### config.mk
export PLATFORM = sky130hd
export DESIGN_NAME = lmba_ctrl_flat
export DESIGN_NICKNAME = d
export VERILOG_FILES = /design/src/hw/rtl/lmba_pkg.sv /design/src/hw/rtl/lmba_if.sv /design/src/hw/rtl/lmba_ctrl.sv /design/src/flat_wrapper.sv
export SDC_FILE = /design/constraint.sdc
export NUM_CORES = 1
export LEC_CHECK = 0
export BUFFER_PORTS_ARGS = -buffer_cell sky130_fd_sc_hd__buf_4
export CORE_ASPECT_RATIO = 1.25
export CORE_MARGIN = 2
export CORE_UTILIZATION = 42
export DETAILED_ROUTE_END_ITERATION = 7
export PLACE_DENSITY = 0.71
export SYNTH_ARGS = -nofsm -noshare
export SYNTH_HDL_FRONTEND = slang
export SYNTH_SLANG_ARGS = --single-unit
### constraint.sdc
create_clock -name clk -period 5.75 [get_ports clk]
set_input_delay 1.15 -clock clk [delete_from_list [all_inputs] [get_ports clk]]
set_output_delay 1.15 -clock clk [all_outputs]
set_load 0.1 [all_outputs]
### src/hw/rtl/lmba_pkg.sv
package lmba_pkg;

	// Bank geometry
	localparam int NUM_BANKS  = 5;
	localparam int BANK_DEPTH = 256;

	// Size registers, one per low bank
	localparam int SIZE_REGS = 5;
	localparam int CFG_W     = 8;
	localparam int CFG_IDX_W = 3;
	localparam logic [CFG_W-1:0] SIZE_RESET = 8'd16;

	// Derived widths
	localparam int BANK_W = (NUM_BANKS > 1) ? $clog2(NUM_BANKS) : 1;
	localparam int BYTE_W = $clog2(BANK_DEPTH);
	localparam int SIZE_W = $clog2(BANK_DEPTH + 1);
	localparam int ADDR_W = $clog2(NUM_BANKS * BANK_DEPTH);

	// Byte constants
	localparam logic [7:0] LOCK_KEY   = 8'h55;
	localparam logic [7:0] FILL_BYTE  = 8'hff;
	localparam logic [7:0] BANK_COUNT = 8'(NUM_BANKS - 1);

	// Action codes
	typedef enum logic [2:0] {
		ACT_PTR    = 3'd0,
		ACT_BANK   = 3'd1,
		ACT_READ   = 3'd2,
		ACT_WRITE  = 3'd3,
		ACT_VERIFY = 3'd4
	} act_t;

	// Status codes
	localparam logic [1:0] STAT_OK      = 2'd0;
	localparam logic [1:0] STAT_RANGE   = 2'd1;
	localparam logic [1:0] STAT_REFUSED = 2'd2;

	typedef logic [SIZE_REGS-1:0][CFG_W-1:0] sizes_t;

	typedef struct packed {
		logic              we;
		logic              re;
		logic [ADDR_W-1:0] addr;
		logic [7:0]        wdata;
	} mem_req_t;

	// Byte count of a bank, clamped to [3, BANK_DEPTH]
	function automatic logic [SIZE_W-1:0] bank_size(input logic [7:0] bank,
			input sizes_t sizes);
		logic [7:0]        r;
		logic [SIZE_W-1:0] s;
		r = 8'd255;
		for (int k = 0; k < SIZE_REGS; k++) begin
			if (bank == 8'(k)) begin
				r = sizes[k];
			end
		end
		s = SIZE_W'(r);
		if (s < SIZE_W'(3)) begin
			s = SIZE_W'(3);
		end
		if (s > SIZE_W'(BANK_DEPTH)) begin
			s = SIZE_W'(BANK_DEPTH);
		end
		return s;
	endfunction

	// Flat store address of a byte within a bank
	function automatic logic [ADDR_W-1:0] mem_addr(input logic [BANK_W-1:0] bank,
			input logic [BYTE_W-1:0] offs);
		return ADDR_W'(ADDR_W'(bank) * ADDR_W'(BANK_DEPTH)) + ADDR_W'(offs);
	endfunction

endpackage

### src/hw/rtl/lmba_if.sv
interface lmba_req_if;
	logic       valid;
	logic       ready;
	logic [2:0] action;
	logic [7:0] value;

	modport source (output valid, output action, output value, input ready);
	modport sink (input valid, input action, input value, output ready);
endinterface

interface lmba_rsp_if;
	logic       valid;
	logic       ready;
	logic [7:0] read_byte;
	logic [7:0] following_byte;
	logic [1:0] status;
	logic [7:0] pointer_now;
	logic       bank_rebuilt;

	modport source (output valid, output read_byte, output following_byte,
		output status, output pointer_now, output bank_rebuilt, input ready);
	modport sink (input valid, input read_byte, input following_byte,
		input status, input pointer_now, input bank_rebuilt, output ready);
endinterface

### src/hw/rtl/lmba_ctrl.sv
module lmba_ctrl (
	input  logic                clk,
	input  logic                arst_n,
	input  lmba_pkg::sizes_t    sizes,
	lmba_req_if.sink            req,
	lmba_rsp_if.source          rsp,
	output lmba_pkg::mem_req_t  mem_req,
	input  logic [7:0]          mem_rdata
);

	typedef enum logic [3:0] {
		ST_IDLE,
		ST_RD_P,
		ST_RD_NX,
		ST_RD_LAT,
		ST_WR_LOCK,
		ST_WR_CHK,
		ST_WR_P,
		ST_WR_ONE,
		ST_WR_DATA,
		ST_WR_SUM,
		ST_V_HDR,
		ST_V_CHK,
		ST_V_SUM,
		ST_V_FILL,
		ST_DONE
	} state_t;

	state_t state_q;

	logic [7:0] ptr_q;
	logic [7:0] bank_q;
	logic [7:0] latch_q;
	logic [7:0] val_q;
	logic [7:0] old_q;
	logic [7:0] acc_q;
	logic       pend_q;
	logic [lmba_pkg::SIZE_W-1:0] cnt_q;

	logic [7:0] rd_q;
	logic [1:0] stat_q;
	logic       rebuilt_q;

	logic       out_valid_q;
	logic [7:0] out_read_q;
	logic [7:0] out_follow_q;
	logic [1:0] out_stat_q;
	logic [7:0] out_ptr_q;
	logic       out_rebuilt_q;

	logic                        bank_ok;
	logic [lmba_pkg::SIZE_W-1:0] size;
	logic [lmba_pkg::BANK_W-1:0] bank_idx;
	logic [7:0]                  nx;
	logic                        p_ok;
	logic                        nx_ok;
	logic                        is_bank0;
	logic                        out_free;
	logic [lmba_pkg::BYTE_W-1:0] offs;
	logic [7:0]                  fill_data;

	// Decode the selected bank
	assign bank_ok  = bank_q < 8'(lmba_pkg::NUM_BANKS);
	assign size     = bank_ok ? lmba_pkg::bank_size(bank_q, sizes) : '0;
	assign bank_idx = bank_q[lmba_pkg::BANK_W-1:0];
	assign nx       = ptr_q + 8'd1;
	assign p_ok     = bank_ok && (lmba_pkg::SIZE_W'(ptr_q) < size);
	assign nx_ok    = bank_ok && (lmba_pkg::SIZE_W'(nx) < size);
	assign is_bank0 = bank_q == 8'd0;
	assign out_free = !out_valid_q || rsp.ready;

	// Default image of a rebuilt bank
	always_comb begin
		if (cnt_q == lmba_pkg::SIZE_W'(0)) begin
			fill_data = 8'(size - lmba_pkg::SIZE_W'(1));
		end else if (cnt_q == lmba_pkg::SIZE_W'(1)) begin
			fill_data = is_bank0
				? 8'(size - lmba_pkg::SIZE_W'(2)) + lmba_pkg::FILL_BYTE
					- lmba_pkg::BANK_COUNT
				: 8'(size - lmba_pkg::SIZE_W'(2));
		end else if (cnt_q == lmba_pkg::SIZE_W'(2)) begin
			fill_data = is_bank0 ? lmba_pkg::BANK_COUNT : lmba_pkg::FILL_BYTE;
		end else begin
			fill_data = lmba_pkg::FILL_BYTE;
		end
	end

	// Drive the memory port from the sequencer state
	always_comb begin
		mem_req.we    = 1'b0;
		mem_req.re    = 1'b0;
		mem_req.wdata = val_q;
		offs          = ptr_q[lmba_pkg::BYTE_W-1:0];
		unique case (state_q)
			ST_RD_P: begin
				mem_req.re = p_ok;
			end
			ST_RD_NX: begin
				mem_req.re = nx_ok;
				offs       = nx[lmba_pkg::BYTE_W-1:0];
			end
			ST_WR_LOCK: begin
				mem_req.re = 1'b1;
				offs       = lmba_pkg::BYTE_W'(2);
			end
			ST_WR_P: begin
				mem_req.re = 1'b1;
			end
			ST_WR_ONE: begin
				mem_req.re = 1'b1;
				offs       = lmba_pkg::BYTE_W'(1);
			end
			ST_WR_DATA: begin
				mem_req.we = 1'b1;
			end
			ST_WR_SUM: begin
				mem_req.we    = 1'b1;
				mem_req.wdata = acc_q;
				offs          = lmba_pkg::BYTE_W'(1);
			end
			ST_V_HDR: begin
				mem_req.re = 1'b1;
				offs       = lmba_pkg::BYTE_W'(0);
			end
			ST_V_SUM: begin
				mem_req.re = cnt_q < size;
				offs       = cnt_q[lmba_pkg::BYTE_W-1:0];
			end
			ST_V_FILL: begin
				mem_req.we    = 1'b1;
				mem_req.wdata = fill_data;
				offs          = cnt_q[lmba_pkg::BYTE_W-1:0];
			end
			default: begin
			end
		endcase
		mem_req.addr = lmba_pkg::mem_addr(bank_idx, offs);
	end

	// Sequence items, hold state and the output word
	always_ff @(posedge clk or negedge arst_n) begin
		if (!arst_n) begin
			state_q     <= ST_IDLE;
			out_valid_q <= 1'b0;
			ptr_q       <= 8'hff;
			bank_q      <= 8'hff;
			latch_q     <= 8'hff;
		end else begin
			if (out_valid_q && rsp.ready && state_q != ST_DONE) begin
				out_valid_q <= 1'b0;
			end
			unique case (state_q)
				ST_IDLE: begin
					if (req.valid) begin
						val_q     <= req.value;
						rd_q      <= 8'd0;
						rebuilt_q <= 1'b0;
						unique case (req.action)
							lmba_pkg::ACT_PTR: begin
								ptr_q   <= req.value;
								stat_q  <= lmba_pkg::STAT_OK;
								state_q <= ST_DONE;
							end
							lmba_pkg::ACT_BANK: begin
								bank_q  <= req.value;
								stat_q  <= lmba_pkg::STAT_OK;
								state_q <= ST_DONE;
							end
							lmba_pkg::ACT_READ: begin
								stat_q  <= lmba_pkg::STAT_OK;
								state_q <= ST_RD_P;
							end
							lmba_pkg::ACT_WRITE: begin
								if (!p_ok) begin
									stat_q  <= lmba_pkg::STAT_RANGE;
									state_q <= ST_DONE;
								end else if (is_bank0 || ptr_q < 8'd2) begin
									stat_q  <= lmba_pkg::STAT_REFUSED;
									state_q <= ST_DONE;
								end else if (ptr_q > 8'd2) begin
									stat_q  <= lmba_pkg::STAT_OK;
									state_q <= ST_WR_LOCK;
								end else begin
									stat_q  <= lmba_pkg::STAT_OK;
									state_q <= ST_WR_P;
								end
							end
							lmba_pkg::ACT_VERIFY: begin
								if (!bank_ok) begin
									stat_q  <= lmba_pkg::STAT_RANGE;
									state_q <= ST_DONE;
								end else begin
									stat_q  <= lmba_pkg::STAT_OK;
									state_q <= ST_V_HDR;
								end
							end
							default: begin
								stat_q  <= lmba_pkg::STAT_OK;
								state_q <= ST_DONE;
							end
						endcase
					end
				end
				ST_RD_P: begin
					state_q <= ST_RD_NX;
				end
				ST_RD_NX: begin
					rd_q    <= p_ok ? mem_rdata : 8'd0;
					stat_q  <= p_ok ? lmba_pkg::STAT_OK : lmba_pkg::STAT_RANGE;
					state_q <= ST_RD_LAT;
				end
				ST_RD_LAT: begin
					if (nx_ok) begin
						latch_q <= mem_rdata;
					end
					if (p_ok) begin
						ptr_q <= nx;
					end
					state_q <= ST_DONE;
				end
				ST_WR_LOCK: begin
					state_q <= ST_WR_CHK;
				end
				ST_WR_CHK: begin
					if (mem_rdata != lmba_pkg::LOCK_KEY) begin
						stat_q  <= lmba_pkg::STAT_REFUSED;
						state_q <= ST_DONE;
					end else begin
						state_q <= ST_WR_P;
					end
				end
				ST_WR_P: begin
					state_q <= ST_WR_ONE;
				end
				ST_WR_ONE: begin
					old_q   <= mem_rdata;
					state_q <= ST_WR_DATA;
				end
				ST_WR_DATA: begin
					// new checksum: old sum plus old byte minus new byte
					acc_q   <= mem_rdata + old_q - val_q;
					state_q <= ST_WR_SUM;
				end
				ST_WR_SUM: begin
					ptr_q   <= nx;
					state_q <= ST_DONE;
				end
				ST_V_HDR: begin
					state_q <= ST_V_CHK;
				end
				ST_V_CHK: begin
					// only a matching header goes on to the checksum walk
					if (mem_rdata == 8'(size - lmba_pkg::SIZE_W'(1))) begin
						cnt_q   <= lmba_pkg::SIZE_W'(1);
						acc_q   <= 8'd0;
						pend_q  <= 1'b0;
						state_q <= ST_V_SUM;
					end else begin
						cnt_q   <= '0;
						state_q <= ST_V_FILL;
					end
				end
				ST_V_SUM: begin
					// accumulate the byte issued last cycle
					if (pend_q) begin
						acc_q <= acc_q + mem_rdata;
					end
					pend_q <= cnt_q < size;
					if (cnt_q < size) begin
						cnt_q <= cnt_q + lmba_pkg::SIZE_W'(1);
					end else if (!pend_q) begin
						if (acc_q != 8'd0) begin
							cnt_q   <= '0;
							state_q <= ST_V_FILL;
						end else begin
							state_q <= ST_DONE;
						end
					end
				end
				ST_V_FILL: begin
					if (cnt_q == size - lmba_pkg::SIZE_W'(1)) begin
						rebuilt_q <= 1'b1;
						state_q   <= ST_DONE;
					end else begin
						cnt_q <= cnt_q + lmba_pkg::SIZE_W'(1);
					end
				end
				ST_DONE: begin
					if (out_free) begin
						out_valid_q   <= 1'b1;
						out_read_q    <= rd_q;
						out_follow_q  <= latch_q;
						out_stat_q    <= stat_q;
						out_ptr_q     <= ptr_q;
						out_rebuilt_q <= rebuilt_q;
						state_q       <= ST_IDLE;
					end
				end
				default: begin
					state_q <= ST_IDLE;
				end
			endcase
		end
	end

	assign req.ready          = state_q == ST_IDLE;
	assign rsp.valid          = out_valid_q;
	assign rsp.read_byte      = out_read_q;
	assign rsp.following_byte = out_follow_q;
	assign rsp.status         = out_stat_q;
	assign rsp.pointer_now    = out_ptr_q;
	assign rsp.bank_rebuilt   = out_rebuilt_q;

	// Stores only ever land in a selected, existing bank
	a_write_bank: assert property (@(posedge clk) disable iff (!arst_n)
		mem_req.we |-> bank_ok)
		else $error("store write outside a valid bank");

	// A data write never touches the header bytes or bank zero
	a_write_allowed: assert property (@(posedge clk) disable iff (!arst_n)
		(state_q == ST_WR_DATA) |-> (ptr_q >= 8'd2 && !is_bank0 && p_ok))
		else $error("refused write reached the store");

	// An accepted word leaves the idle state
	a_accept_busy: assert property (@(posedge clk) disable iff (!arst_n)
		(req.valid && req.ready) |=> state_q != ST_IDLE)
		else $error("accepted word did not start work");

	// A finished item shows up as a valid result word
	a_done_out: assert property (@(posedge clk) disable iff (!arst_n)
		(state_q == ST_DONE && out_free) |=> (out_valid_q && state_q == ST_IDLE))
		else $error("finished item did not reach the output");

	// A rebuild pass never walks past the bank end
	a_fill_range: assert property (@(posedge clk) disable iff (!arst_n)
		(state_q == ST_V_FILL) |-> cnt_q < size)
		else $error("rebuild index beyond bank end");

endmodule
### src/flat_wrapper.sv
// flat-port wrapper written by rule: the top's interface ports become plain ports
module lmba_ctrl_flat 
  (clk, arst_n, sizes, mem_req, mem_rdata, req_valid, req_action, req_value, req_ready, rsp_valid, rsp_read_byte, rsp_following_byte, rsp_status, rsp_pointer_now, rsp_bank_rebuilt, rsp_ready);
  lmba_req_if req_i ();
  lmba_rsp_if rsp_i ();
  input  logic clk;
  input  logic arst_n;
  input  lmba_pkg::sizes_t sizes;
  output lmba_pkg::mem_req_t mem_req;
  input  logic [7:0] mem_rdata;
  input wire logic [$bits(req_i.valid)-1:0] req_valid;
  input wire logic [$bits(req_i.action)-1:0] req_action;
  input wire logic [$bits(req_i.value)-1:0] req_value;
  output wire logic [$bits(req_i.ready)-1:0] req_ready;
  output wire logic [$bits(rsp_i.valid)-1:0] rsp_valid;
  output wire logic [$bits(rsp_i.read_byte)-1:0] rsp_read_byte;
  output wire logic [$bits(rsp_i.following_byte)-1:0] rsp_following_byte;
  output wire logic [$bits(rsp_i.status)-1:0] rsp_status;
  output wire logic [$bits(rsp_i.pointer_now)-1:0] rsp_pointer_now;
  output wire logic [$bits(rsp_i.bank_rebuilt)-1:0] rsp_bank_rebuilt;
  input wire logic [$bits(rsp_i.ready)-1:0] rsp_ready;
  assign req_i.valid = req_valid;
  assign req_i.action = req_action;
  assign req_i.value = req_value;
  assign req_ready = req_i.ready;
  assign rsp_valid = rsp_i.valid;
  assign rsp_read_byte = rsp_i.read_byte;
  assign rsp_following_byte = rsp_i.following_byte;
  assign rsp_status = rsp_i.status;
  assign rsp_pointer_now = rsp_i.pointer_now;
  assign rsp_bank_rebuilt = rsp_i.bank_rebuilt;
  assign rsp_i.ready = rsp_ready;
  lmba_ctrl u_core (.clk(clk), .arst_n(arst_n), .sizes(sizes), .req(req_i), .rsp(rsp_i), .mem_req(mem_req), .mem_rdata(mem_rdata));
endmodule
# == Word level (Yosys, flattened, before mapping) ==
# Index checks and enable logic that the tools add are counted.
# word_totals
memories,0
output_inout_bits,50
rom_bits,0
input_bits,63
reg_bits,101
ram_bits,0
latch_bits,0
# op_classes
n_lt_le_gt_ge,8
shifts,0
n_bitwise,0
addsub,10
mux,63
n_reduce_logical,37
mul,0
div_mod_pow,0
eq_ne,41
# op_table
cell,count
$mux W8,18
$pmux W4 S14,1
$mux W9,6
$pmux W8 S3,2
$pmux W8 S5,1
$mux W4,8
$pmux W8 S2,2
$eq A4 B4 Y1 const B,7
$pmux W9 S3,1
$lt A8 B9 Y1,2
$add A8 B8 Y8,2
$eq A4 B3 Y1 const B,4
$eq A8 B2 Y1 const B,2
$lt A8 B2 Y1 const B,2
$reduce_and A4 Y1,4
$reduce_and A3 Y1,5
$ne A2 B1 Y1 const B,7
$mux W2,6
$pmux W4 S3,1
$reduce_bool A3 Y1,4
$add A11 B8 Y11,1
$mux W1,11
$reduce_and A5 Y1,2
$add A9 B1 Y9 const B,1
other kinds (44),59

# == Logic depth before layout (Yosys ltp) ==
# depth
depth_word,18
depth_mapped,20

# == Least setup slack after synthesis ==
# Ideal clock, no wire load.
# synth_path
kind,input -> output
startpoint,input port sizes[31] in the netlist's numbering
endpoint,output port mem_req[7] in the netlist's numbering
slack_ns,-0.744
arrival_time_ns,5.344
stages,13
path_buffers,1
path_cell_list,mux2i_1 -> a222oi_1 -> nor2_1 -> nand3_1 -> o21ai_1 -> nand2_1 -> ha_1 -> buf_1 -> xor2_1 -> o211a_1 -> o211ai_1 -> and4bb_1 -> nor3_1
# synth_rtl
element,line,text
start: declaration,flat_wrapper.sv:8,input lmba_pkg::sizes_t sizes;
end: declaration,flat_wrapper.sv:9,output lmba_pkg::mem_req_t mem_req;

==> out/qor.csv <==
metric,value,unit
postCtsHoldBufs,0,
core_area,18100,sq um
place_congestion,0.9778,
timing.max_slew.rel_slack,0.1688,
detailedRoute.firstIterationViolations,563,
vias,6668,
post_synth_inst_count,803,
cts_tree,built,
rrSetupSlack,1.28,ns
maxCapViolations,0,
setup_viol,0,
cts-root-to-sink-buffers,2,
critical_path.startpoint_type,flop,
run_status,finished clean,
first_global_vias,6544,
critical_path.max_stage_delay,0.77,ns
post_drt_via_cell_ratio,5.854,
crit_type,flop to output pin,
synth.yosys.warnings,0,
clock_skew,0.01175,ns
port-buffer-count,112,
crit_path_buf_inv_count,3,
whs_path_depth,0,
initial_antenna_violation_count,0,
final_max_slew_viol_count,0,
grt_usage,0.2269,
htree_num_levels,3,
synth_seq_cells,101,
rsz0062_at_grt,no,
first_pass_grt_wire_length,34870,microns
synth_cell_types,89,
cts_sinks,101,
largest_register_ff_count,9,
postSynth.asyncResetShare,0.2871,
final-hold-violation-count,0,
cp_data_required_time,4.60,ns
overflow,0,
tightest_slew,1.237,ns
top_register,u_core.cnt_q,
postSynthAreaPerCell,9.620,sq um
place_hpwl,17150,microns
worstRegToRegCells,17,
post-route-period-util,0.9453,
r2r_start,u_core.bank_q[2]$_DFFE_PN1P_,
crit_path_end_kind,output pin,
synth.yosys.seq_area_share,0.3777,
die_area,19500,sq um
synth-edff-count,72,
floorplan.die.width,125.3,microns
fillCellCount,1723,
mappedNetlistNets,922,
cp_top_family,compound AO/OA/AOI/OAI gates,
drc,0,
cts_made_buffers,9,
final.setup.worst_slack,0.3144,ns
placed_cells,1122,
io-pin-count,113,
clock_tree.root_cell,clkbuf_16,
fmax,184.0,MHz
dp_worst_setup_slack,0.1803,ns
final-instance-count-excl-fill,1139,
area_added_between_synthesis_and_finish,18.63,%
min_to,u_core.rsp.status[1]$_DFFE_PP_,
synth_top_flop_cell,edfxtp_1,
cp_slowest_cell,dfstp_4,
drive_above_1_share,0.2470,
antenna_cells,0,
layout.core_utilization,0.5063,
clock_latency,0.36,ns
grt_start_max_net_pins,40,
route.detailed.wl_per_inst,19.28,microns
critical_path.max_fanout,15,
crit_path_frequent_cell,buf_4,
worst_r2r_endpoint,u_core.acc_q[7]$_DFFE_PP_,
finalWirelength,21960,microns
worst_hold_path_class,flop to flop,
drt_pass1_iterations,5,
antenna_violating_nets_post_route,0,
timing.final.crit_period,5.436,ns
crit_path_cell_trace,buf_6 > mux4_2 > o22ai_1 > o21ai_2 > nand2_1 > buf_4 > ha_1 > a21oi_1 > a311oi_2 > o41ai_4 > o21ai_0 > nor3_1 > mux2i_1 > o21a_1 > buf_4,
num-nets-final,1025,
initial_core_util,0.4268,
post_synth_instance_area,7725,sq um
num_rows,55,
worst_ep_arrival_time,4.29,ns
floorplan.die.height,155.6,microns
hp-start,u_core.stat_q[1]$_DFFE_PP_,
clk_transition_reported_paths,0.07,ns
setup-tns-final,0,ns
-- layer usage --
metal	vias to the layer above	share of wire	GRT usage
met5	-	0	0
met1	3204	0.40	0.2782
li1	3158	-	-
met3	53	0.056	0.03224
met2	253	0.50	0.3960
met4	0	0.041	0.1048
-- repair_timing --
action                                  CTS  global route
gates cloned                              0             0
endpoints found under the setup margin    1             4
setup buffers                             0             1
gates resized for setup                   1             7
pin swaps                                 0             1
-- cells in the mapped netlist, drive strengths merged (14+ instances only) --
library cell | n | area share
nand2 | 74 | 0.037
nor3 | 22 | 0.014
ha | 48 | 0.078
nand3 | 23 | 0.015
nor2 | 61 | 0.032
buf | 14 | 0.010
edfxtp | 72 | 0.28
a21oi | 47 | 0.030
xnor2 | 35 | 0.041
xor2 | 21 | 0.024
clkbuf | 23 | 0.011
dfstp | 24 | 0.082
inv | 52 | 0.025
mux2 | 23 | 0.034
o21ai | 42 | 0.028
-- cell type report --
type	count	area [sq um]	area share
Sequential cell	101	2922	0.3188
Multi-Input combinational cell	612	4478	0.4887
Timing Repair Buffer	129	975.9	0.1065
Clock inverter	6	75.07	0.008192
Inverter	53	198.9	0.02171
Tap cell	228	285.3	0.03113
Clock buffer	10	229.0	0.02499
-- cell families (layout without fill, tap and decap cells) --
kind of cell | count (synthesis) | after routing | synth area share
flops | 101 | 101 | 0.3777
buf+inv | 90 | 198 | 0.04697
compound gates | 196 | 196 | 0.1772
mux | 38 | 38 | 0.05620
xor+xnor | 57 | 57 | 0.06738
simple gates | 265 | 265 | 0.1761
fa+ha+maj | 56 | 56 | 0.09848
-- metrics by stage --
| step | area [sq um] | hold WS, ns |
|---|---|---|
| 2_1_floorplan | 7730 | 0.4003 |
| 3_3_place_gp | 8817 | 0.4039 |
| 3_5_place_dp | 8817 | 0.4052 |
| 4_1_cts | 9125 | 0.4232 |
| 5_1_grt | 9164 | 0.4270 |
| 6_report | 9164 | 0.4226 |
-- how the worst max path moves through the flow --
stage / startpoint / end / slack (ns) / depth (start not counted)
final: u_core.bank_q[0]$_DFFE_PN1P_ / mem_req[5] / 0.31 / 15
after CTS: u_core.bank_q[2]$_DFFE_PN1P_ / mem_req[19] / 0.11 / 18
after global routing: u_core.bank_q[0]$_DFFE_PN1P_ / mem_req[5] / 0.04 / 15
after floorplan: sizes[31] / mem_req[7] / 0.1 / 13
after detailed placement: sizes[31] / mem_req[19] / 0.18 / 18
after global placement: sizes[27] / mem_req[19] / 0.23 / 18
-- worst register-to-register path, delay by kind of cell (launching register included) --
| family | cells | cell delay [ns] |
|---|---|---|
| XOR/XNOR | 2 | 0.58 |
| AO/OA/AOI/OAI | 5 | 1.07 |
| flip-flops | 1 | 0.60 |
| adder cells (fa/ha/maj) | 1 | 0.23 |
| AND/OR/NAND/NOR | 6 | 1.10 |
| buffers and inverters | 3 | 0.59 |
-- cell usage in the layout (no fill, tap or decap), drive strengths merged, types with 10 or more instances in the layout --
| master | instances |
|---|---|
| inv | 56 |
| nand3 | 23 |
| ha | 48 |
| buf | 129 |
| a21o | 13 |
| nor2 | 61 |
| nor3b | 12 |
| nand2b | 11 |
| edfxtp | 72 |
| xor2 | 21 |
| clkbuf | 10 |
| mux2 | 23 |
| a21oi | 47 |
| xnor2 | 35 |
| dfstp | 24 |
| nor3 | 22 |
| and3 | 10 |
| o21ai | 42 |
| mux2i | 13 |
| nand2 | 74 |
| o22ai | 12 |
Power is left out: the tool's default activity adds up to more than one toggle a clock period on the data nets, which glitch-free logic cannot reach.
